**src/hw/rtl/sgm_queue.sv**
```systemverilog
module sgm_queue #(
    parameter int unsigned WIDTH = 8,
    parameter int unsigned DEPTH = 2
) (
    input  logic             clk,
    input  logic             rst_n,
    input  logic             push,
    input  logic [WIDTH-1:0] push_data,
    output logic             full,
    input  logic             pop,
    output logic             empty,
    output logic [WIDTH-1:0] pop_data
);

    localparam int unsigned PW = (DEPTH > 1) ? $clog2(DEPTH) : 1;

    logic [WIDTH-1:0] mem_reg [DEPTH];
    logic [PW-1:0]    wr_ptr_reg, wr_ptr_next;
    logic [PW-1:0]    rd_ptr_reg, rd_ptr_next;
    logic [PW:0]      count_reg, count_next;
    logic             do_push, do_pop;

    assign full     = (count_reg == (PW + 1)'(DEPTH));
    assign empty    = (count_reg == '0);
    assign do_push  = push && !full;
    assign do_pop   = pop && !empty;
    assign pop_data = mem_reg[rd_ptr_reg];

    always_comb
    begin
        wr_ptr_next = wr_ptr_reg;
        rd_ptr_next = rd_ptr_reg;
        count_next  = count_reg;
        if (do_push)
        begin
            wr_ptr_next = (wr_ptr_reg == PW'(DEPTH - 1)) ? '0 : wr_ptr_reg + 1'b1;
        end
        if (do_pop)
        begin
            rd_ptr_next = (rd_ptr_reg == PW'(DEPTH - 1)) ? '0 : rd_ptr_reg + 1'b1;
        end
        if (do_push && !do_pop)
        begin
            count_next = count_reg + 1'b1;
        end
        else if (do_pop && !do_push)
        begin
            count_next = count_reg - 1'b1;
        end
    end

    always_ff @(posedge clk or negedge rst_n)
    begin
        if (!rst_n)
        begin
            wr_ptr_reg <= '0;
            rd_ptr_reg <= '0;
            count_reg  <= '0;
        end
        else
        begin
            wr_ptr_reg <= wr_ptr_next;
            rd_ptr_reg <= rd_ptr_next;
            count_reg  <= count_next;
        end
    end

    always_ff @(posedge clk)
    begin
        if (do_push)
        begin
            mem_reg[wr_ptr_reg] <= push_data;
        end
    end

endmodule

```
**config.mk**
```make
export PLATFORM = sky130hd
export DESIGN_NAME = sgm_queue
export DESIGN_NICKNAME = d
export VERILOG_FILES = /design/src/hw/rtl/sgm_queue.sv
export SDC_FILE = /design/constraint.sdc
export NUM_CORES = 1
export LEC_CHECK = 0
export BUFFER_PORTS_ARGS = -buffer_cell sky130_fd_sc_hd__buf_2
export CORE_MARGIN = 5
export CORE_UTILIZATION = 45
export DETAILED_ROUTE_END_ITERATION = 10
export GPL_TIMING_DRIVEN = 0
export PLACE_DENSITY = 0.7
export SYNTH_ARGS = -nofsm -noshare
export SYNTH_HDL_FRONTEND = slang
export SYNTH_SLANG_ARGS = --single-unit
export TNS_END_PERCENT = 100
```
**constraint.sdc**
```tcl
create_clock -name clk -period 1.9 [get_ports clk]
set_clock_uncertainty 0.1 [all_clocks]
set_input_delay 0.285 -clock clk [delete_from_list [all_inputs] [get_ports clk]]
set_output_delay 0.285 -clock clk [all_outputs]
set_load 0.01 [all_outputs]
```
Yosys cells after proc, flatten, opt, wreduce, memory -nomap -nowiden
Memories as Yosys holds them, arrays and structs flattened.
Index checks and enable logic that the tools add are counted.
{ "totals": {"reg_bits": 4, "ram_bits": 16, "inputBits": 12, "output_inout_bits": 10, "memories": 1} }
{ "op_classes": {"n_addsub": 4, "eq_ne": 1, "n_mux": 6, "n_reduce_logical": 10} }
{ "mem_list": {"columns": ["memory", "words", "width", "rd", "rd_ports_with_merged_regs", "write_ports", "line", "source"], "rows": [
  ["mem_reg", 2, 8, 1, 0, 1, "17", "logic [WIDTH-1:0] mem_reg [DEPTH];"]
]} }
{ "op_table": {"columns": ["cell", "count"], "rows": [
  ["logical AND 1 bit", 4],
  ["zero test 1 bit", 4],
  ["two-way mux 1 bit", 4],
  ["two-way mux 2 bit", 2],
  ["adder 1 bit, second input constant", 2],
  ["adder 2 x 1 -> 2 bit, second input constant", 1],
  ["== test 2 bit, second input constant", 1],
  ["zero test 2 bit", 1],
  ["nonzero test 2 bit", 1],
  ["subtractor 2 x 1 -> 2 bit, second input constant", 1]
]} }

Depth between registers and ports, before layout
{ "depth": {"ltp_word": 7, "depth_mapped": 7} }

Least setup slack after synthesis
No wires, ideal clock.
{ "synth_timing": {"path_kind": "register -> register", "start": "register count_reg[0]", "end": "memory mem_reg[0][0] (enable)", "setup_ps": 370, "arrival_ps": 1022, "required_ps": 1430, "setup_slack_ps": 408, "stages_incl_launch_ff": 4, "n_path_buf": 0, "path_cell_list": "dfrtp_1 -> nand2b_1 -> nand2_2 -> nor2_1"} }
{ "synth_via": {"elab_chain_cells": 5} }
{ "synth_rtl": {"columns": ["element", "line", "source"], "rows": [
  ["from (decl)", "20", "logic [PW:0] count_reg, count_next;"],
  ["from (signal assigned)", "64", "count_reg <= count_next;"],
  ["== test 2 bit", "23", "assign full = (count_reg == (PW + 1)'(DEPTH));"],
  ["zero test 1 bit", "25", "assign do_push = push && !full;"],
  ["logical AND 1 bit", "25", null],
  ["two-way mux 1 bit", "70", "if (do_push)"],
  ["two-way mux 1 bit (implied by the code)", "72", "mem_reg[wr_ptr_reg] <= push_data;"],
  ["to (decl)", "17", null]
]} }
Every way passes these cells.

Final worst setup path
{ "layout_timing": {"start": "register rd_ptr_reg", "end": "output pop_data[2]"} }
{ "layout_via": {"elab_chain_cells": 1} }
{ "layout_rtl": {"columns": ["element", "line", "source"], "rows": [
  ["from (decl)", "19", "logic [PW-1:0] rd_ptr_reg, rd_ptr_next;"],
  ["from (signal assigned)", "63", "rd_ptr_reg <= rd_ptr_next;"],
  ["memory read (2 x 8 bit)", null, null],
  ["to (decl)", "12", "output logic [WIDTH-1:0] pop_data"]
]} }
Every way passes these cells.

==> impl_metrics.toml <==
[sta]
maxSlewViolCount = 0
fin_crit_sh_pct = 90.5
fin_tns_setup_ns = 0
finalHoldViolCount = 0
fin_crit_ns = 1.72
worst_slack_ns = 0.181
timing.fmax_mhz = 582
rsz0062_at_grt = "false"
setup_viol = 0
worst_pin_slew_ns = 0.685
relSlewSlack_pct = 54.1

[worst_setup_path]
startpoint_type = "flop"
critPathMaxStageDelay_ns = 0.36
crit_buf_inv = 2
cpMostUsedCell = "buf_2"
critical_path_peak_fanout = 9
crit_type = "flop to primary output"
worstSetupEndpointType = "primary output"
r2r-end = "mem_reg[0][3]$_DFFE_PP_"
critPathSlowestCell = "mux2_2"
crit_arrival_ns = 1.33
cpLargestDelayFamily = "buffers and inverters"
r2r_setup_slack_ns = 0.18
worstPathCellList = "buf_2 -> mux2_2 -> buf_2"
worstRegToRegCells = 3
r2r-start = "count_reg[0]$_DFFE_PN0P_"
cp.required_ns = 1.51

[logic_synthesis]
syn_area_um2 = 782
ys_ff_latch = 20
synthesis.nets = 57
synth-seq-area-share_pct = 74.2
synth_area_per_cell_um2 = 17.8
synth_warnings = 0
netlist_instances = 44
synthDistinctLibCells = 15

[grt]
grt_pass1_wl_um = 1790
grt_usage_pct = 9.91
grt_use_met2_pct = 15.3
overflow = 0
use_met1_pct = 10.3
busiest_layer = "met2"
grt_pass1_vias = 425
grt_max_degree = 12
gr-usage-met3_pct = 2.87
antenna_found_initial = 0

[power]
power_frac_seq_pct = 49.8
p_leak_nw = 0.397
clkPwrFrac_pct = 14.4
internal_power_uw = 928
p_per_area_nw_per_um2 = 1430
swShare_pct = 31.1
p_comb_share_pct = 35.8
ir_drop_mv = 0.759
power.switching_uw = 419
total_power_mw = 1.35

[floorplanning]
start_util_pct = 46.3
core-area_um2 = 1690
die_area_um2 = 2670
io_pins = 22
die_w_um = 51.7
fp-row-count = 15
dieHeight_um = 51.7

[routing]
drtIter0Drc = 4
drt-pass1-iter-count = 4
antenna_left = 0
drc = 0
routed_wl_um = 1110
wl_per_cell_um = 12.8
via_count = 419
viasPerCell = 4.82

[cells_and_area]
drive_gt1_share_pct = 41.4
multi_input_area_um2 = 189
final_nets = 84
fill_cells = 151
fin_area_um2 = 945
seq_area_um2 = 581
diodes = 0
area_growth_pct = 20.8
largest_register_ffs = 16
fin_cells = 87

[cts]
h-tree-depth = 1
cts_tree = "done"
cts-root-buf = "clkbuf_4"
cts.clk_slew.worst_paths_ns = 0.10
clock_sinks = 20
clkLatencyLatePin_ns = 0.28
cts_resized = 0
cts-buffers-inserted = 3
clockBufferDepth = 2

[run]
maxCapViolCount = 0

[worst_hold_path]
hold_path.class = "input pin to flop"
whs_path_depth = 1
min_from = "push_data[7]"
min_to = "mem_reg[0][7]$_DFFE_PP_"

[place]
dp.cells = 82
portBuffers = 21
dp_hpwl_um = 807
dp_slack_ns = 0.156
gp_congestion = 0.660
place_area_um2 = 908

[outcome]
status = "completed"
layer usage:
metal,up-vias,routed length (µm)
li1,212,-
met1,186,414
met2,17,544
met3,4,100
met4,0,55
met5,-,0
kinds of logic after synthesis:
group                    after synthesis  synth area share [%]
AO/OA/AOI/OAI                          1                 0.639
AND/OR/NAND/NOR                        6                  3.84
flip-flops                            20                  74.2
adder cells (fa/ha/maj)                1                  1.60
XOR/XNOR                               5                  6.56
multiplexers                           8                  11.5
buffers and inverters                  3                  1.60
area by class of cell:
cell class / instances / share of cell area (%)
repair buffers: 22 / 12.2
clock buffers: 4 / 2.78
inverters: 2 / 0.795
plain buffers: 1 / 0.530
multi-input cells: 21 / 20.0
flip-flops and latches: 20 / 61.5
well taps: 17 / 2.25
power by group through the flow:
| stage | Combinational (mW) | Sequential [mW] | Clock [mW] |
|---|---|---|---|
| final | 0.483 | 0.670 | 0.194 |
| after floorplan | 0.346 | 0.668 | 0 |
| after CTS | 0.497 | 0.673 | 0.204 |
| after detailed placement | 0.496 | 0.681 | 0 |
| after global placement | 0.487 | 0.676 | 0 |
| after global routing | 0.545 | 0.687 | 0.229 |
metrics by stage:
stage	utilization [%]	hold slack [ns]
after floorplan	-	-0.111
after global placement	53.8	-0.00639
after detailed placement	53.8	-0.00393
after CTS	55.9	0.0663
after global routing	55.9	0.0542
final	55.9	0.0775
synth_stat cells:
cell type  number  area share, %
ha_1            1            1.6
nand2_2         1           0.80
inv_1           2           0.96
and3_1          1           0.80
edfxtp_1       16             61
xor2_1          2            2.2
xnor2_2         1            2.1
o21ai_1         1           0.64
buf_2           1           0.64
mux2_2          2            2.9
xnor2_1         2            2.2
mux2_1          6            8.6
dfrtp_1         4             13
nor2_1          3            1.4
nand2b_1        1           0.80
how the worst max path moves through the flow:
stage                     depth (start not counted)                      end  slack (ns)                startpoint
after floorplan                                   3  mem_reg[0][0]$_DFFE_PP_        0.41  count_reg[0]$_DFFE_PN0P_
after global placement                            3  mem_reg[0][5]$_DFFE_PP_        0.18  count_reg[0]$_DFFE_PN0P_
after detailed placement                          3  mem_reg[0][5]$_DFFE_PP_        0.16  count_reg[0]$_DFFE_PN0P_
after CTS                                         3  mem_reg[0][6]$_DFFE_PP_        0.14  count_reg[0]$_DFFE_PN0P_
after global routing                              3  mem_reg[0][5]$_DFFE_PP_        0.06  count_reg[0]$_DFFE_PN0P_
final                                             3              pop_data[2]        0.18    rd_ptr_reg$_DFFE_PN0P_
cells in the final DEF, fill, tap and decap left out:
cell type      instances
o21ai_1                1
mux2_2                 2
mux2_1                 6
buf_2                 22
nor2_1                 3
clkbuf_1               1
dlygate4sd3_1          1
nand2b_1               1
and3_1                 1
nand2_2                1
ha_1                   1
xnor2_1                2
xnor2_2                1
dfrtp_1                4
clkbuf_4               3
xor2_1                 2
edfxtp_1              16
inv_1                  2
what timing repair did:
item,CTS,global route
endpoints found under the hold margin,4,0
buffers inserted,0,0
hold buffers,1,0
setup endpoints to repair,0,0
Note: power is estimated with default switching activity, not from simulation.
