File: src/hw/rtl/sgm_pkg.sv
package sgm_pkg;

    localparam int unsigned DEF_MAX_WIDTH    = 2048;
    localparam int unsigned DEF_MAX_HEIGHT   = 2048;
    localparam int unsigned DEF_MAX_CHANNELS = 4;

    localparam int unsigned SAMPLE_W   = 8;
    localparam int unsigned DIM_CFG_W  = 12;
    localparam int unsigned CHAN_CFG_W = 3;
    localparam int unsigned CFG_IDX_W  = 2;
    localparam int unsigned CFG_DATA_W = 12;
    localparam int unsigned GRAD_W     = 11;
    localparam int unsigned SUM_W      = 21;
    localparam int unsigned OP_QUEUE_DEPTH  = 2;
    localparam int unsigned RES_QUEUE_DEPTH = 2;

    localparam logic [CFG_IDX_W-1:0] REG_IMAGE_WIDTH   = 2'd0;
    localparam logic [CFG_IDX_W-1:0] REG_IMAGE_HEIGHT  = 2'd1;
    localparam logic [CFG_IDX_W-1:0] REG_CHANNEL_COUNT = 2'd2;

    localparam logic CMD_PIXEL = 1'b0;
    localparam logic CMD_DRAIN = 1'b1;

    localparam logic [DIM_CFG_W-1:0]  RESET_WIDTH    = 12'd640;
    localparam logic [DIM_CFG_W-1:0]  RESET_HEIGHT   = 12'd480;
    localparam logic [CHAN_CFG_W-1:0] RESET_CHANNELS = 3'd1;

    // 255.5 squared is 65280.25, so anything above this saturates.
    localparam logic [SUM_W-1:0] ROOT_SAT_LIMIT = 21'd65280;

    typedef struct packed {
        logic       is_drain;
        logic       last;
        logic       emit;
        logic       compute;
        logic [1:0] ch;
    } op_ctl_t;

    typedef struct packed {
        logic [SAMPLE_W-1:0] magnitude;
        logic                last_of_frame;
    } result_t;

    typedef enum logic [2:0] {
        BK_IDLE,
        BK_EXEC,
        BK_SQUARE,
        BK_ROOT,
        BK_ROUND,
        BK_EMIT
    } back_state_t;

endpackage

File: src/hw/rtl/sgm_front.sv
module sgm_front #(
    parameter int unsigned MAX_WIDTH    = sgm_pkg::DEF_MAX_WIDTH,
    parameter int unsigned MAX_HEIGHT   = sgm_pkg::DEF_MAX_HEIGHT,
    parameter int unsigned MAX_CHANNELS = sgm_pkg::DEF_MAX_CHANNELS
) (
    input  logic                                  clk,
    input  logic                                  rst_n,
    input  logic                                  push,
    input  logic                                  cmd,
    input  logic [sgm_pkg::SAMPLE_W-1:0]          sample,
    output logic                                  full,
    input  logic                                  cfg_valid,
    output logic                                  cfg_ready,
    input  logic [sgm_pkg::CFG_IDX_W-1:0]         cfg_index,
    input  logic [sgm_pkg::CFG_DATA_W-1:0]        cfg_data,
    output logic                                  op_push,
    output sgm_pkg::op_ctl_t                      op_ctl,
    output logic [$clog2(MAX_WIDTH*MAX_CHANNELS)-1:0] op_idx,
    output logic [sgm_pkg::SAMPLE_W-1:0]          op_sample,
    input  logic                                  op_full
);

    localparam int unsigned AW  = $clog2(MAX_WIDTH * MAX_CHANNELS);
    localparam int unsigned CW  = $clog2(MAX_WIDTH);
    localparam int unsigned RW  = $clog2(MAX_HEIGHT);
    localparam int unsigned WCW = $clog2(MAX_WIDTH + 1);
    localparam int unsigned HCW = $clog2(MAX_HEIGHT + 1);
    localparam int unsigned PNW = $clog2((MAX_WIDTH + 1) * MAX_CHANNELS + 1);

    logic [sgm_pkg::DIM_CFG_W-1:0]  width_reg, width_next;
    logic [sgm_pkg::DIM_CFG_W-1:0]  height_reg, height_next;
    logic [sgm_pkg::CHAN_CFG_W-1:0] chan_reg, chan_next;
    logic [CW-1:0]  col_reg, col_next;
    logic [RW-1:0]  row_reg, row_next;
    logic [1:0]     ch_reg, ch_next;
    logic [PNW-1:0] pend_reg, pend_next;

    logic [WCW-1:0] eff_w;
    logic [HCW-1:0] eff_h;
    logic [sgm_pkg::CHAN_CFG_W-1:0] eff_c;
    logic           accept, cfg_write;
    logic [31:0]    total, delay;

    assign cfg_ready = 1'b1;
    assign cfg_write = cfg_valid;
    // An input request waits while a register write is offered.
    assign full      = op_full || cfg_valid;
    assign accept    = push && !full;

    always_comb
    begin
        if (width_reg == '0)
            eff_w = WCW'(1);
        else if (32'(width_reg) > MAX_WIDTH)
            eff_w = WCW'(MAX_WIDTH);
        else
            eff_w = WCW'(width_reg);
        if (height_reg == '0)
            eff_h = HCW'(1);
        else if (32'(height_reg) > MAX_HEIGHT)
            eff_h = HCW'(MAX_HEIGHT);
        else
            eff_h = HCW'(height_reg);
        if (chan_reg == '0)
            eff_c = 3'd1;
        else if (32'(chan_reg) > MAX_CHANNELS)
            eff_c = 3'(MAX_CHANNELS);
        else
            eff_c = chan_reg;
    end

    assign total = 32'(eff_w) * 32'(eff_h) * 32'(eff_c);
    assign delay = (32'(eff_w) + 32'd1) * 32'(eff_c);

    assign op_idx    = AW'(32'(col_reg) * 32'(eff_c) + 32'(ch_reg));
    assign op_sample = sample;

    always_comb
    begin
        width_next  = width_reg;
        height_next = height_reg;
        chan_next   = chan_reg;
        col_next    = col_reg;
        row_next    = row_reg;
        ch_next     = ch_reg;
        pend_next   = pend_reg;
        op_push     = 1'b0;
        op_ctl      = '0;
        op_ctl.ch   = ch_reg;
        if (cfg_write)
        begin
            unique case (cfg_index)
                sgm_pkg::REG_IMAGE_WIDTH:   width_next  = cfg_data;
                sgm_pkg::REG_IMAGE_HEIGHT:  height_next = cfg_data;
                sgm_pkg::REG_CHANNEL_COUNT: chan_next   = cfg_data[sgm_pkg::CHAN_CFG_W-1:0];
                default: ;
            endcase
            // A write to a known register restarts the frame.
            if (cfg_index == sgm_pkg::REG_IMAGE_WIDTH || cfg_index == sgm_pkg::REG_IMAGE_HEIGHT
                || cfg_index == sgm_pkg::REG_CHANNEL_COUNT)
            begin
                col_next  = '0;
                row_next  = '0;
                ch_next   = '0;
                pend_next = '0;
            end
        end
        else if (accept)
        begin
            if (cmd == sgm_pkg::CMD_DRAIN || pend_reg != '0)
            begin
                if (pend_reg != '0)
                begin
                    pend_next       = pend_reg - 1'b1;
                    op_push         = 1'b1;
                    op_ctl.is_drain = 1'b1;
                    op_ctl.last     = (pend_reg == PNW'(1));
                end
            end
            else
            begin
                op_push        = 1'b1;
                op_ctl.emit    = (row_reg >= RW'(2)) || (row_reg == RW'(1) && col_reg >= CW'(1));
                op_ctl.compute = (row_reg >= RW'(2)) && (col_reg >= CW'(2));
                if ({1'b0, ch_reg} + 3'd1 >= eff_c)
                begin
                    ch_next = '0;
                    if (WCW'(col_reg) + WCW'(1) >= eff_w)
                    begin
                        col_next = '0;
                        if (HCW'(row_reg) + HCW'(1) >= eff_h)
                        begin
                            row_next  = '0;
                            pend_next = PNW'((total < delay) ? total : delay);
                        end
                        else
                        begin
                            row_next = row_reg + 1'b1;
                        end
                    end
                    else
                    begin
                        col_next = col_reg + 1'b1;
                    end
                end
                else
                begin
                    ch_next = ch_reg + 1'b1;
                end
            end
        end
    end

    always_ff @(posedge clk or negedge rst_n)
    begin
        if (!rst_n)
        begin
            width_reg  <= sgm_pkg::RESET_WIDTH;
            height_reg <= sgm_pkg::RESET_HEIGHT;
            chan_reg   <= sgm_pkg::RESET_CHANNELS;
            col_reg    <= '0;
            row_reg    <= '0;
            ch_reg     <= '0;
            pend_reg   <= '0;
        end
        else
        begin
            width_reg  <= width_next;
            height_reg <= height_next;
            chan_reg   <= chan_next;
            col_reg    <= col_next;
            row_reg    <= row_next;
            ch_reg     <= ch_next;
            pend_reg   <= pend_next;
        end
    end

endmodule

File: config.mk
export PLATFORM = sky130hd
export DESIGN_NAME = sgm_front
export DESIGN_NICKNAME = d
export VERILOG_FILES = /design/src/hw/rtl/sgm_pkg.sv /design/src/hw/rtl/sgm_front.sv
export SDC_FILE = /design/constraint.sdc
export NUM_CORES = 1
export LEC_CHECK = 0
export BUFFER_PORTS_ARGS = -buffer_cell sky130_fd_sc_hd__buf_2
export CAP_MARGIN = 10
export CORE_ASPECT_RATIO = 0.6
export CORE_UTILIZATION = 45
export CTS_CLUSTER_SIZE = 20
export DETAILED_ROUTE_END_ITERATION = 10
export MAX_ROUTING_LAYER = met4
export PLACE_DENSITY = 0.58
export SLEW_MARGIN = 25
export SYNTH_ARGS = -nofsm -noshare
export SYNTH_HDL_FRONTEND = slang
export SYNTH_SLANG_ARGS = --single-unit
File: constraint.sdc
create_clock -name clk -period 14 [get_ports clk]
set_clock_uncertainty 0.2 [all_clocks]
set_input_delay 0.7 -clock clk [delete_from_list [all_inputs] [get_ports clk]]
set_output_delay 0.7 -clock clk [all_outputs]
set_load 0.005 [all_outputs]
### After elaboration in Yosys (flattened, before gate mapping)

Cells that the tools add are included.

| operators by class | value |
|---|---|
| $mul | 4 |
| $lt $le $gt $ge | 10 |
| add/subtract/negate cells | 9 |
| shift operators | 0 |
| divide/modulo/power cells | 0 |
| bitwise operators | 0 |
| equality and inequality tests | 7 |
| multiplexer cells | 41 |
| reductions and logical operators | 27 |

Operators with widths:

| cell | count |
|---|---|
| $mux 11 | 12 |
| $mux 14 | 9 |
| $mux 12 | 4 |
| $lt 27x16->1 | 1 |
| $mul 24x3->27 | 1 |
| $add 11x1->12 const B | 2 |
| $ge 12x12->1 | 2 |
| $gt 12x12->1 const B | 2 |
| $logic_not 12->1 | 2 |
| $mul 12x12->24 | 1 |
| $add 11x1->11 const B | 2 |
| $ge 11x2->1 const B | 2 |
| $mul 13x3->16 | 1 |
| $mux 2 | 8 |
| $eq 14x1->1 const B | 1 |
| $reduce_bool 14->1 | 1 |
| $sub 14x1->14 const B | 1 |
| $add 12x1->13 const B | 1 |
| $add 13x2->13 | 1 |
| $mul 11x3->13 | 1 |
| $eq 11x1->1 const B | 1 |
| $ge 11x1->1 const B | 1 |
| $reduce_bool 3->1 | 3 |
| $mux 4 | 2 |
| other kinds (22) | 36 |

| storage, ports and cells | value |
|---|---|
| output and inout port bits | 30 |
| bits of input ports | 28 |
| memories | 0 |
| bits in latches | 0 |
| memory bits (read-only) | 0 |
| register bits | 65 |
| bits in writable memories | 0 |

### Depth between registers and ports, before layout

Gate-level depths: netlist of the first run.

| depth | value |
|---|---|
| depth in word-level cells | 13 |
| mapped depth | 45 |

### Least setup slack after synthesis of the first run

OpenSTA, ideal clock, no wires.

| timing | value |
|---|---|
| path kind | reg-to-reg |
| from | register width_reg[5] (netlist name) |
| to | register pend_reg[2] |
| path slack | 3615 ps |
| data arrival time | 10052 ps |
| path buffers | 2 |
| period minus slack after synthesis | 10385 ps |
| library setup time | 133 ps |
| stages on the path, launching flop included | 45 |
| path through | dfrtp_1 -> or4_1 -> nor4_1 -> o21ai_1 -> clkinv_1 -> nand2_1 -> fa_1 -> inv_1 -> ha_1 -> fa_1 -> ha_1 -> inv_1 -> fa_1 -> inv_1 -> ha_1 -> a21oi_1 -> o21bai_1 -> a2111oi_0 -> [... 9 more ...] -> nand2_1 -> or3_1 -> o21a_1 -> nand2b_1 -> a21oi_1 -> xnor2_1 -> ha_1 -> or4_1 -> nor4_1 -> nand3_1 -> nor4_2 -> o2111a_1 -> nor4b_4 -> and4_1 -> buf_4 -> mux2_1 -> o21ai_1 -> o22ai_1 |

| between the ends | value |
|---|---|
| word-level cells in the longest chain between the ends | 13 |
| elaborated cells between the ends (all ways) | 19 |

Ends and longest elaborated chain:

| item | RTL line | source |
|---|---|---|
| start, declared | sgm_front.sv:30 | `logic [sgm_pkg::DIM_CFG_W-1:0] width_reg, width_next;` |
| start signal, assigned | sgm_front.sv:158 | `width_reg <= sgm_pkg::RESET_WIDTH;` |
| start signal, assigned | sgm_front.sv:168 | `width_reg <= width_next;` |
| $gt 12x12->1 | sgm_front.sv:54 | `else if (32'(width_reg) > MAX_WIDTH)` |
| $mux 12 | sgm_front.sv:54 |  |
| $mux 12 (*) | sgm_front.sv:52 | `if (width_reg == '0)` |
| $mul 12x12->24 / $add 12x1->13 (equally long branches) | sgm_front.sv:72, sgm_front.sv:73 |  |
| $mul 24x3->27 / $mul 13x3->16 (equally long branches) | sgm_front.sv:72, sgm_front.sv:73 |  |
| $lt 27x16->1 | sgm_front.sv:134 | `pend_next = PNW'((total < delay) ? total : delay);` |
| $mux 14 | sgm_front.sv:134 |  |
| $mux 14 | sgm_front.sv:131 | `if (HCW'(row_reg) + HCW'(1) >= eff_h)` |
| $mux 14 | sgm_front.sv:128 | `if (WCW'(col_reg) + WCW'(1) >= eff_w)` |
| $mux 14 | sgm_front.sv:125 | `if ({1'b0, ch_reg} + 3'd1 >= eff_c)` |
| $mux 14 | sgm_front.sv:110 | `if (cmd == sgm_pkg::CMD_DRAIN \|\| pend_reg != '0)` |
| $mux 14 | sgm_front.sv:108 | `else if (accept)` |
| $mux 14 | sgm_front.sv:90 | `if (cfg_write)` |
| end signal, assigned | sgm_front.sv:174 | `pend_reg <= pend_next;` |
| end, declared | sgm_front.sv:36 | `logic [PNW-1:0] pend_reg, pend_next;` |

Mark *: on every way between the ends. The rest lies on a longest branch, timed or not. The select of a mux whose other input is x is not followed.
A chain may end at the register's enable or synchronous reset.

### Final worst setup path of the first run

Ends and elaborated chain as after synthesis.

==> results of run 1 <==
==> final timing paths <==
check	slack, ns	to
worst max-delay path	2.02	pend_reg[2]$_DFFE_PN0P_
worst min-delay path	0.29	pend_reg[11]$_DFFE_PN0P_
worst max register to register	2.02	pend_reg[2]$_DFFE_PN0P_
worst min register to register	0.29	pend_reg[11]$_DFFE_PN0P_
max in group asynchronous	12.65	width_reg[1]$_DFFE_PN0P_
min in group asynchronous	0.35	col_reg[1]$_DFFE_PN0P_
==> placed cells by master, fill, tap and decap left out, types with 38 or more instances in the layout <==
master	netlist	final
fa_1	145	145
ha_1	179	179
xnor2_1	61	61
nand2_1	283	283
inv_1	274	274
nor2_1	114	114
dfrtp_1	58	58
buf_2	0	40
a21oi_1	71	70
o21ai_0	38	38
==> cells by family after synthesis <==
kind of cell,after synthesis
xor+xnor,81
flops,65
fa+ha+maj,324
other cells,2
buf+inv,354
simple gates,594
mux,42
compound gates,251
==> through the flow <==
stage | utilization, % | setup slack [ns] | hold WS, ns | std cells | area (um^2)
after floorplan | - | 3.61 | 0.204 | 1715 | 13700
after global placement | 47.5 | 2.59 | 0.270 | 2105 | 14300
after detailed placement | 47.6 | 2.12 | 0.275 | 2105 | 14300
after CTS | 48.7 | 2.12 | 0.288 | 2121 | 14600
after global routing | 48.8 | 1.19 | 0.326 | 2121 | 14600
final | 48.8 | 2.02 | 0.286 | 2121 | 14600
==> critical path, delay by kind of cell (launching register included) <==
family / cells / cell delay [ns]
compound gates: 11 / 2.50
mux: 1 / 0.37
flops: 1 / 0.38
simple gates: 14 / 4.05
fa+ha+maj: 9 / 3.49
xor+xnor: 2 / 0.33
buf+inv: 5 / 0.49
==> final cells by class <==
cell class / instances / share of cell area, %
Multi-Input combinational cell: 1296 / 73.5
Timing Repair Buffer: 55 / 2.14
Tap cell: 408 / 3.49
Sequential cell: 65 / 11.2
Clock buffer: 9 / 1.54
Inverter: 281 / 7.22
Clock inverter: 7 / 0.873
==> where the power goes <==
part           internal (mW)  leakage, nW  switching [mW]  total, mW
Sequential             0.228        0.826          0.0517      0.280
Combinational           1.14         6.66            1.84       2.98
Clock                  0.176        0.172          0.0964      0.272
==> layer usage <==
| metal | up-vias | wire length [um] | global-route usage [%] | part of all wire (%) |
|---|---|---|---|---|
| met3 | 26 | 2810 | 6.06 | 7.5 |
| met1 | 5599 | 19600 | 40.0 | 53 |
| li1 | 5535 | - | - | - |
| met2 | 308 | 14500 | 36.6 | 39 |
| met4 | 0 | 341 | 4.18 | 0.91 |
| met5 | - | 0 | - | 0 |
==> flow_summary.toml, run 1 <==
[status]
status = "completed"

[global_routing]
grt_pass1_wl_um = 62000
grt_max_degree = 66
grt_overflow = 0
grt_usage_pct = 26.7
grt_antenna_before_repair = 0
grt_pass1_vias = 11400

[synth]
yosysSeqAreaShare_pct = 11.9
synth_edf_count = 0
synth_seq_cells = 65
synthTopCellsByCount = "nand2_1 (283), inv_1 (274), ha_1 (179)"
syn_area_um2 = 13700
yosys-mux-area-fraction_pct = 3.38
synth_compound_gate_area_share_pct = 12.1
dominantRegCellSynth = "dfrtp_1"
synthXorXnorAreaFrac_pct = 5.17
synth.avg_cell_area_um2 = 8.01
synth_top_area_cell = "fa_1"
ys_types = 76
synth_top_family_by_area = "adder cells"
synth.top_cell.area_share_pct = 21.2
yosys-top-cells-area = "fa_1 (21%), ha_1 (16%), dfrtp_1 (11%)"
async_flop_share_pct = 100
ys_warn_count = 0
yosysMostFrequentCell = "nand2_1"
synth_fa_ha_area_share_pct = 37.5
synthCells = 1713
synth-simple-area-share_pct = 19.9

[floorplan]
dieArea_um2 = 31200
core_area_um2 = 30000
start_util_pct = 45.8
ioPinCount = 58
rows = 49
die_h_um = 137
die_w_um = 227

[setup_path]
path_common_cell = "ha_1"
reg2reg_depth = 42
crit_type = "flip-flop to flip-flop"
cp.arrival_ns = 12.01
worst_path_max_delay_cell = "a2111oi_0"
slowest_delay_ns = 0.68
cp-start-kind = "flip-flop"
cp-startpoint = "width_reg[5]$_DFFE_PN0P_"
path_max_fanout = 11
crit_path_end_kind = "flip-flop"
worstPathRequired_ns = 14.03
worstReg2RegStart = "width_reg[5]$_DFFE_PN0P_"

[clock_network]
cts-root-buf = "clkbuf_16"
clk_pin_slew_worst_paths_ns = 0.06
cts_tree = "yes"
ctsResizeCount = 0
cts.repair_timing.setup_buffer_count = 0
cts_hold_buf = 0
insertion_delay_ns = 0.36
cts-htree-levels = 3
clock-sinks = 65
cts_buffer_depth = 2
cts_inserted_buffers = 9

[final_layout]
fillCellCount = 2978
antenna-diode-count = 0
area_growth_pct = 6.56
nNetsFinal = 2060
largest_reg_flops = 14
regArea_um2 = 1640
drive_above_1_share_pct = 7.65
multi_input_area_um2 = 10800

[timing]
final-hold-violation-count = 0
slew_viol_final = 0
slew_headroom_pct = 29.3
max_freq_mhz = 83.5
fin_crit_ns = 11.98
rsz0062_at_grt = "no"
worst_pin_slew_ns = 1.06
fin_crit_sh_pct = 85.6
finalSetupViolCount = 0
final.setup.tns_ns = 0

[placement]
gp_congestion = 0.968
port_buffers = 40
hpwl_um = 30900

[detailed_routing]
wirelength_um = 37300
drc = 0
avgViaCountPerCell = 5.41
final_antenna_net_count = 0
drt_iter0_drc = 793
routedWlPerCell_um = 17.6
firstDrtPassIters = 5
vias = 11500

[run]
cap_violations = 0

[pwr]
ir_drop_uv = 163
pwr_density_cell_nw_per_um2 = 242
p_leak_nw = 7.66
p_total_mw = 3.53

[hold_path]
min_path_cells = 1
min_path_type = "flip-flop to flip-flop"
hold_start = "pend_reg[11]$_DFFE_PN0P_"
No activity file was read; power rests on OpenSTA's default activity.
==> run 2, diff against run 1 <==
==> constraint.sdc (replaced) <==
create_clock -name clk -period 11.3 [get_ports clk]
set_clock_uncertainty 0.2 [all_clocks]
set_input_delay 0.565 -clock clk [delete_from_list [all_inputs] [get_ports clk]]
set_output_delay 0.565 -clock clk [all_outputs]
set_load 0.005 [all_outputs]
==> flow_summary.toml, run 2 (same netlist as run 1, synthesis figures left out) <==
[detailed_routing]
final_antenna_net_count = 0
drt_iter0_drc = 964
vias = 11600
drc = 0
wirelength_um = 37700
firstDrtPassIters = 7
avgViaCountPerCell = 5.41
routedWlPerCell_um = 17.5

[final_layout]
fillCellCount = 2965
most-common-layout-cells = "nand2_1 (283), inv_1 (274), ha_1 (178), fa_1 (145), nor2_1 (114)"
area_growth_pct = 8.15
multi_input_area_um2 = 10800
final_common_cell = "nand2_1"
regArea_um2 = 1640
instances_no_fill = 2151
drive_above_1_share_pct = 9.47
fin_area_um2 = 14800
largest_reg_flops = 14
antenna-diode-count = 0
nNetsFinal = 2090

[pwr]
p_leak_nw = 7.78
ir_drop_uv = 281
pwr_density_cell_nw_per_um2 = 296

[clock_network]
cts_tree = "yes"
cts-root-buf = "clkbuf_16"
clk_pin_slew_worst_paths_ns = 0.07
cts-htree-levels = 3
cts_buffer_depth = 2
insertion_delay_ns = 0.36
clock-sinks = 65
cts_inserted_buffers = 9

[global_routing]
grt_overflow = 0
grt_pass1_vias = 11700
grt_usage_pct = 27.1
grt_pass1_wl_um = 63100
grt_max_degree = 66
grt_antenna_before_repair = 0

[floorplan]
core_area_um2 = 30000
dieArea_um2 = 31200
die_h_um = 137
start_util_pct = 45.8
ioPinCount = 58
rows = 49
die_w_um = 227

[placement]
port_buffers = 40
placed_cells = 2133
gp_congestion = 0.993
hpwl_um = 31100
placed_cell_area_um2 = 14500
preCtsSetupSlack_ns = 0.0692

[setup_path]
path_max_fanout = 11
cp-startpoint = "height_reg[7]$_DFFE_PN1P_"
worstReg2RegStart = "height_reg[7]$_DFFE_PN1P_"
worstPathRequired_ns = 11.34
cp.arrival_ns = 10.61
crit_type = "flip-flop to flip-flop"
crit_family = "adder cells"
cp-start-kind = "flip-flop"
crit_path_end_kind = "flip-flop"
slowest_delay_ns = 0.61
path_buf_inv = 5
worst_path_max_delay_cell = "a311oi_1"

[hold_path]
min_path_type = "input port to asynchronous set/reset pin"

[timing]
slew_headroom_pct = 34.0
fin_crit_sh_pct = 93.5
final.setup.tns_ns = 0
slew_viol_final = 0
fin_ws_ns = 0.733
max_freq_mhz = 94.6
final-hold-violation-count = 0
finalSetupViolCount = 0
fin_hold_ws_ns = 0.215
fin_crit_ns = 10.57
worst_pin_slew_ns = 0.981

[run]
cap_violations = 0

[status]
status = "completed"
## run 2: cell types whose count changed in the layout (fill, tap and decap cells not counted), sizes merged
cell      before  now
clkinvlp       0    2
buf           55   85
clkinv        10    7
bufinv         3    1
inv          275  278
## run 2: layer usage
layer | GRT usage (%) | share of wire [%] | wire [um]
met1 | 40.0 | 52 | 19500
met2 | 38.2 | 40 | 15100
met3 | 6.33 | 7.4 | 2790
met5 | - | 0 | 0
met4 | 3.50 | 0.78 | 292
## run 2: final timing paths
path                                             end  slack (ns)  cells after the start
min in group clk           width_reg[11]$_DFFE_PN0P_        0.23                      3
max in group asynchronous   width_reg[5]$_DFFE_PN0P_       10.08                      2
max reg2reg                  pend_reg[2]$_DFFE_PN0P_        0.73                     39
min reg2reg                 pend_reg[11]$_DFFE_PN0P_        0.30                      1
min                           col_reg[8]$_DFFE_PN0P_        0.22                      2
max                          pend_reg[2]$_DFFE_PN0P_        0.73                     39
## run 2: area by class of cell
type	count	area share, %
clock buffers	9	1.52
clock inverters	7	0.557
inverters	281	7.11
multi-input cells	1296	72.7
flip-flops and latches	65	11.0
well taps	408	3.44
repair buffers	85	3.63
## run 2: through the flow
step / util [%] / power, mW
floorplan: - / 3.07
global placement: 48.2 / 3.99
detailed placement: 48.3 / 4.01
CTS: 49.3 / 4.34
global route: 49.5 / 4.91
finish: 49.5 / 4.39
## run 2: timing repair
action / in CTS / in global routing
resized for setup: 0 / 9
setup buffers: 0 / 2
hold buffers: 0 / 0
setup endpoints to repair: 0 / 14
## run 2: power by group
group	internal [mW]	switching, mW	total [mW]
Combinational	1.46	2.29	3.75
Clock	0.174	0.123	0.298
Sequential	0.283	0.0632	0.346
==> run 3, diff against run 2 <==
--- a/config.mk
+++ b/config.mk
@@ -5,12 +5,13 @@
 export SDC_FILE = /design/constraint.sdc
 export NUM_CORES = 1
 export LEC_CHECK = 0
-export BUFFER_PORTS_ARGS = -buffer_cell sky130_fd_sc_hd__buf_2
+export BUFFER_PORTS_ARGS = -buffer_cell sky130_fd_sc_hd__buf_4
 export CAP_MARGIN = 10
 export CORE_ASPECT_RATIO = 0.6
 export CORE_UTILIZATION = 45
 export CTS_CLUSTER_SIZE = 20
 export DETAILED_ROUTE_END_ITERATION = 10
+export GPL_TIMING_DRIVEN = 0
 export MAX_ROUTING_LAYER = met4
 export PLACE_DENSITY = 0.58
 export SLEW_MARGIN = 25
==> flow_summary.toml, run 3 (same netlist as run 1, synthesis figures left out) <==
[status]
status = "completed"

[setup_path]
crit_path_end_kind = "flip-flop"
crit_type = "flip-flop to flip-flop"
cp.arrival_ns = 10.71
slowest_delay_ns = 0.59
r2r_end = "pend_reg[7]$_DFFE_PN0P_"
reg2reg_depth = 43
path_max_fanout = 11
rrSetupSlack_ns = 0.62
worstReg2RegStart = "width_reg[5]$_DFFE_PN0P_"
worstPathRequired_ns = 11.33
worst_path_max_delay_cell = "or4_4"
cp-start-kind = "flip-flop"

[clock_network]
cts-root-buf = "clkbuf_16"
cts_tree = "yes"
clk_pin_slew_worst_paths_ns = 0.06
clock-sinks = 65
cts_hold_buf = 0
insertion_delay_ns = 0.36
cts_inserted_buffers = 9
cts-htree-levels = 3
cts_buffer_depth = 2

[floorplan]
rows = 49
dieArea_um2 = 31200
ioPinCount = 58
die_w_um = 227
die_h_um = 137
start_util_pct = 45.8
core_area_um2 = 30000

[detailed_routing]
final_antenna_net_count = 0
drc = 0
routedWlPerCell_um = 17.6
vias = 11900
firstDrtPassIters = 8
avgViaCountPerCell = 5.43
drt_iter0_drc = 993
wirelength_um = 38600

[final_layout]
nNetsFinal = 2127
antenna-diode-count = 0
fillCellCount = 2930
largest_reg_flops = 14
area_growth_pct = 9.85
fin_area_um2 = 15100
final_common_cell = "nand2_1"
drive_above_1_share_pct = 9.66
most-common-layout-cells = "nand2_1 (283), inv_1 (273), ha_1 (178), fa_1 (145), nor2_1 (112)"

[placement]
preCtsSetupSlack_ns = -1.12
gp_congestion = 0.975
port_buffers = 48
placed_cell_area_um2 = 14600
hpwl_um = 32200

[timing]
max_freq_mhz = 93.6
slew_viol_final = 0
worst_pin_slew_ns = 0.912
rsz0062_at_grt = "no"
fin_hold_ws_ns = 0.123
final.setup.tns_ns = 0
fin_ws_ns = 0.618
finalSetupViolCount = 0
slew_headroom_pct = 39.2
fin_crit_sh_pct = 94.5
fin_crit_ns = 10.68
final-hold-violation-count = 0

[global_routing]
grt_overflow = 0
grt_max_degree = 66
grt_pass1_vias = 11700
grt_antenna_before_repair = 0
grt_usage_pct = 27.5
grt_pass1_wl_um = 63400

[run]
cap_violations = 0

[hold_path]
min_path_type = "input port to asynchronous set/reset pin"

[pwr]
p_leak_nw = 7.80
ir_drop_uv = 229
pwr_density_cell_nw_per_um2 = 290
p_total_mw = 4.36
-- run 3: cell types whose count changed in the layout (fill, tap and decap cells not counted), sizes merged --
cell      change
clkinvlp      +4
buf          -18
clkbuf       +55
bufinv        -1
inv           -1
clkinv        -2
-- run 3: worst max-delay path by stage --
| stage | cells after the start | to | from | slack [ns] |
|---|---|---|---|---|
| 6_report | 43 | pend_reg[7]$_DFFE_PN0P_ | width_reg[5]$_DFFE_PN0P_ | 0.62 |
| 5_1_grt | 43 | pend_reg[7]$_DFFE_PN0P_ | width_reg[6]$_DFFE_PN0P_ | 0.08 |
| 4_1_cts | 43 | pend_reg[2]$_DFFE_PN0P_ | width_reg[2]$_DFFE_PN0P_ | 0.008 |
| 3_5_place_dp | 45 | pend_reg[2]$_DFFE_PN0P_ | width_reg[11]$_DFFE_PN0P_ | -1.12 |
| 3_3_place_gp | 45 | pend_reg[2]$_DFFE_PN0P_ | width_reg[11]$_DFFE_PN0P_ | -1.05 |
| 2_1_floorplan | 44 | pend_reg[2]$_DFFE_PN0P_ | width_reg[5]$_DFFE_PN0P_ | 0.91 |
-- run 3: routing by layer --
metal | wire length, um | global-route usage (%)
met1 | 20000 | 40.6
met2 | 15200 | 38.8
met3 | 2880 | 6.01
met4 | 485 | 4.25
met5 | 0 | -
-- run 3: repair_timing --
action | 4_1_cts | 5_1_grt
pin swaps | 1 | 5
setup buffers | 2 | 4
gates resized for setup | 16 | 40
setup endpoints to repair | 14 | 14
-- run 3: cell type report --
class / instances / area, um^2 / area share [%]
sequential: 65 / 1640 / 10.9
multi-input combinational: 1296 / 10800 / 72.0
clock inverter: 7 / 58.8 / 0.390
timing repair buffer: 54 / 405 / 2.69
inverter: 281 / 1070 / 7.13
buffer: 68 / 308 / 2.04
clock buffer: 9 / 225 / 1.49
tap: 408 / 510 / 3.39
-- run 3: report_power, final --
group	internal [mW]	total (mW)	leakage [nW]	switching [mW]
combinational	1.47	3.74	6.85	2.27
sequential	0.283	0.347	0.825	0.0636
clock	0.152	0.276	0.133	0.125
-- run 3: metrics by stage --
stage               std cells  utilization, %
finish                   2188            50.3
global route             2188            50.3
CTS                      2187            49.9
detailed placement       2171            48.7
global placement         2171            48.7
floorplan                1715               -
-- run 3: worst max-delay path, delay by kind of cell, from the launching register on --
kind            cells  cell delay (ns)
simple gates       14             3.47
compound gates     11             1.97
mux                 1             0.26
fa+ha+maj           9             3.41
buf+inv             6             0.46
flops               1             0.39
xor+xnor            2             0.32
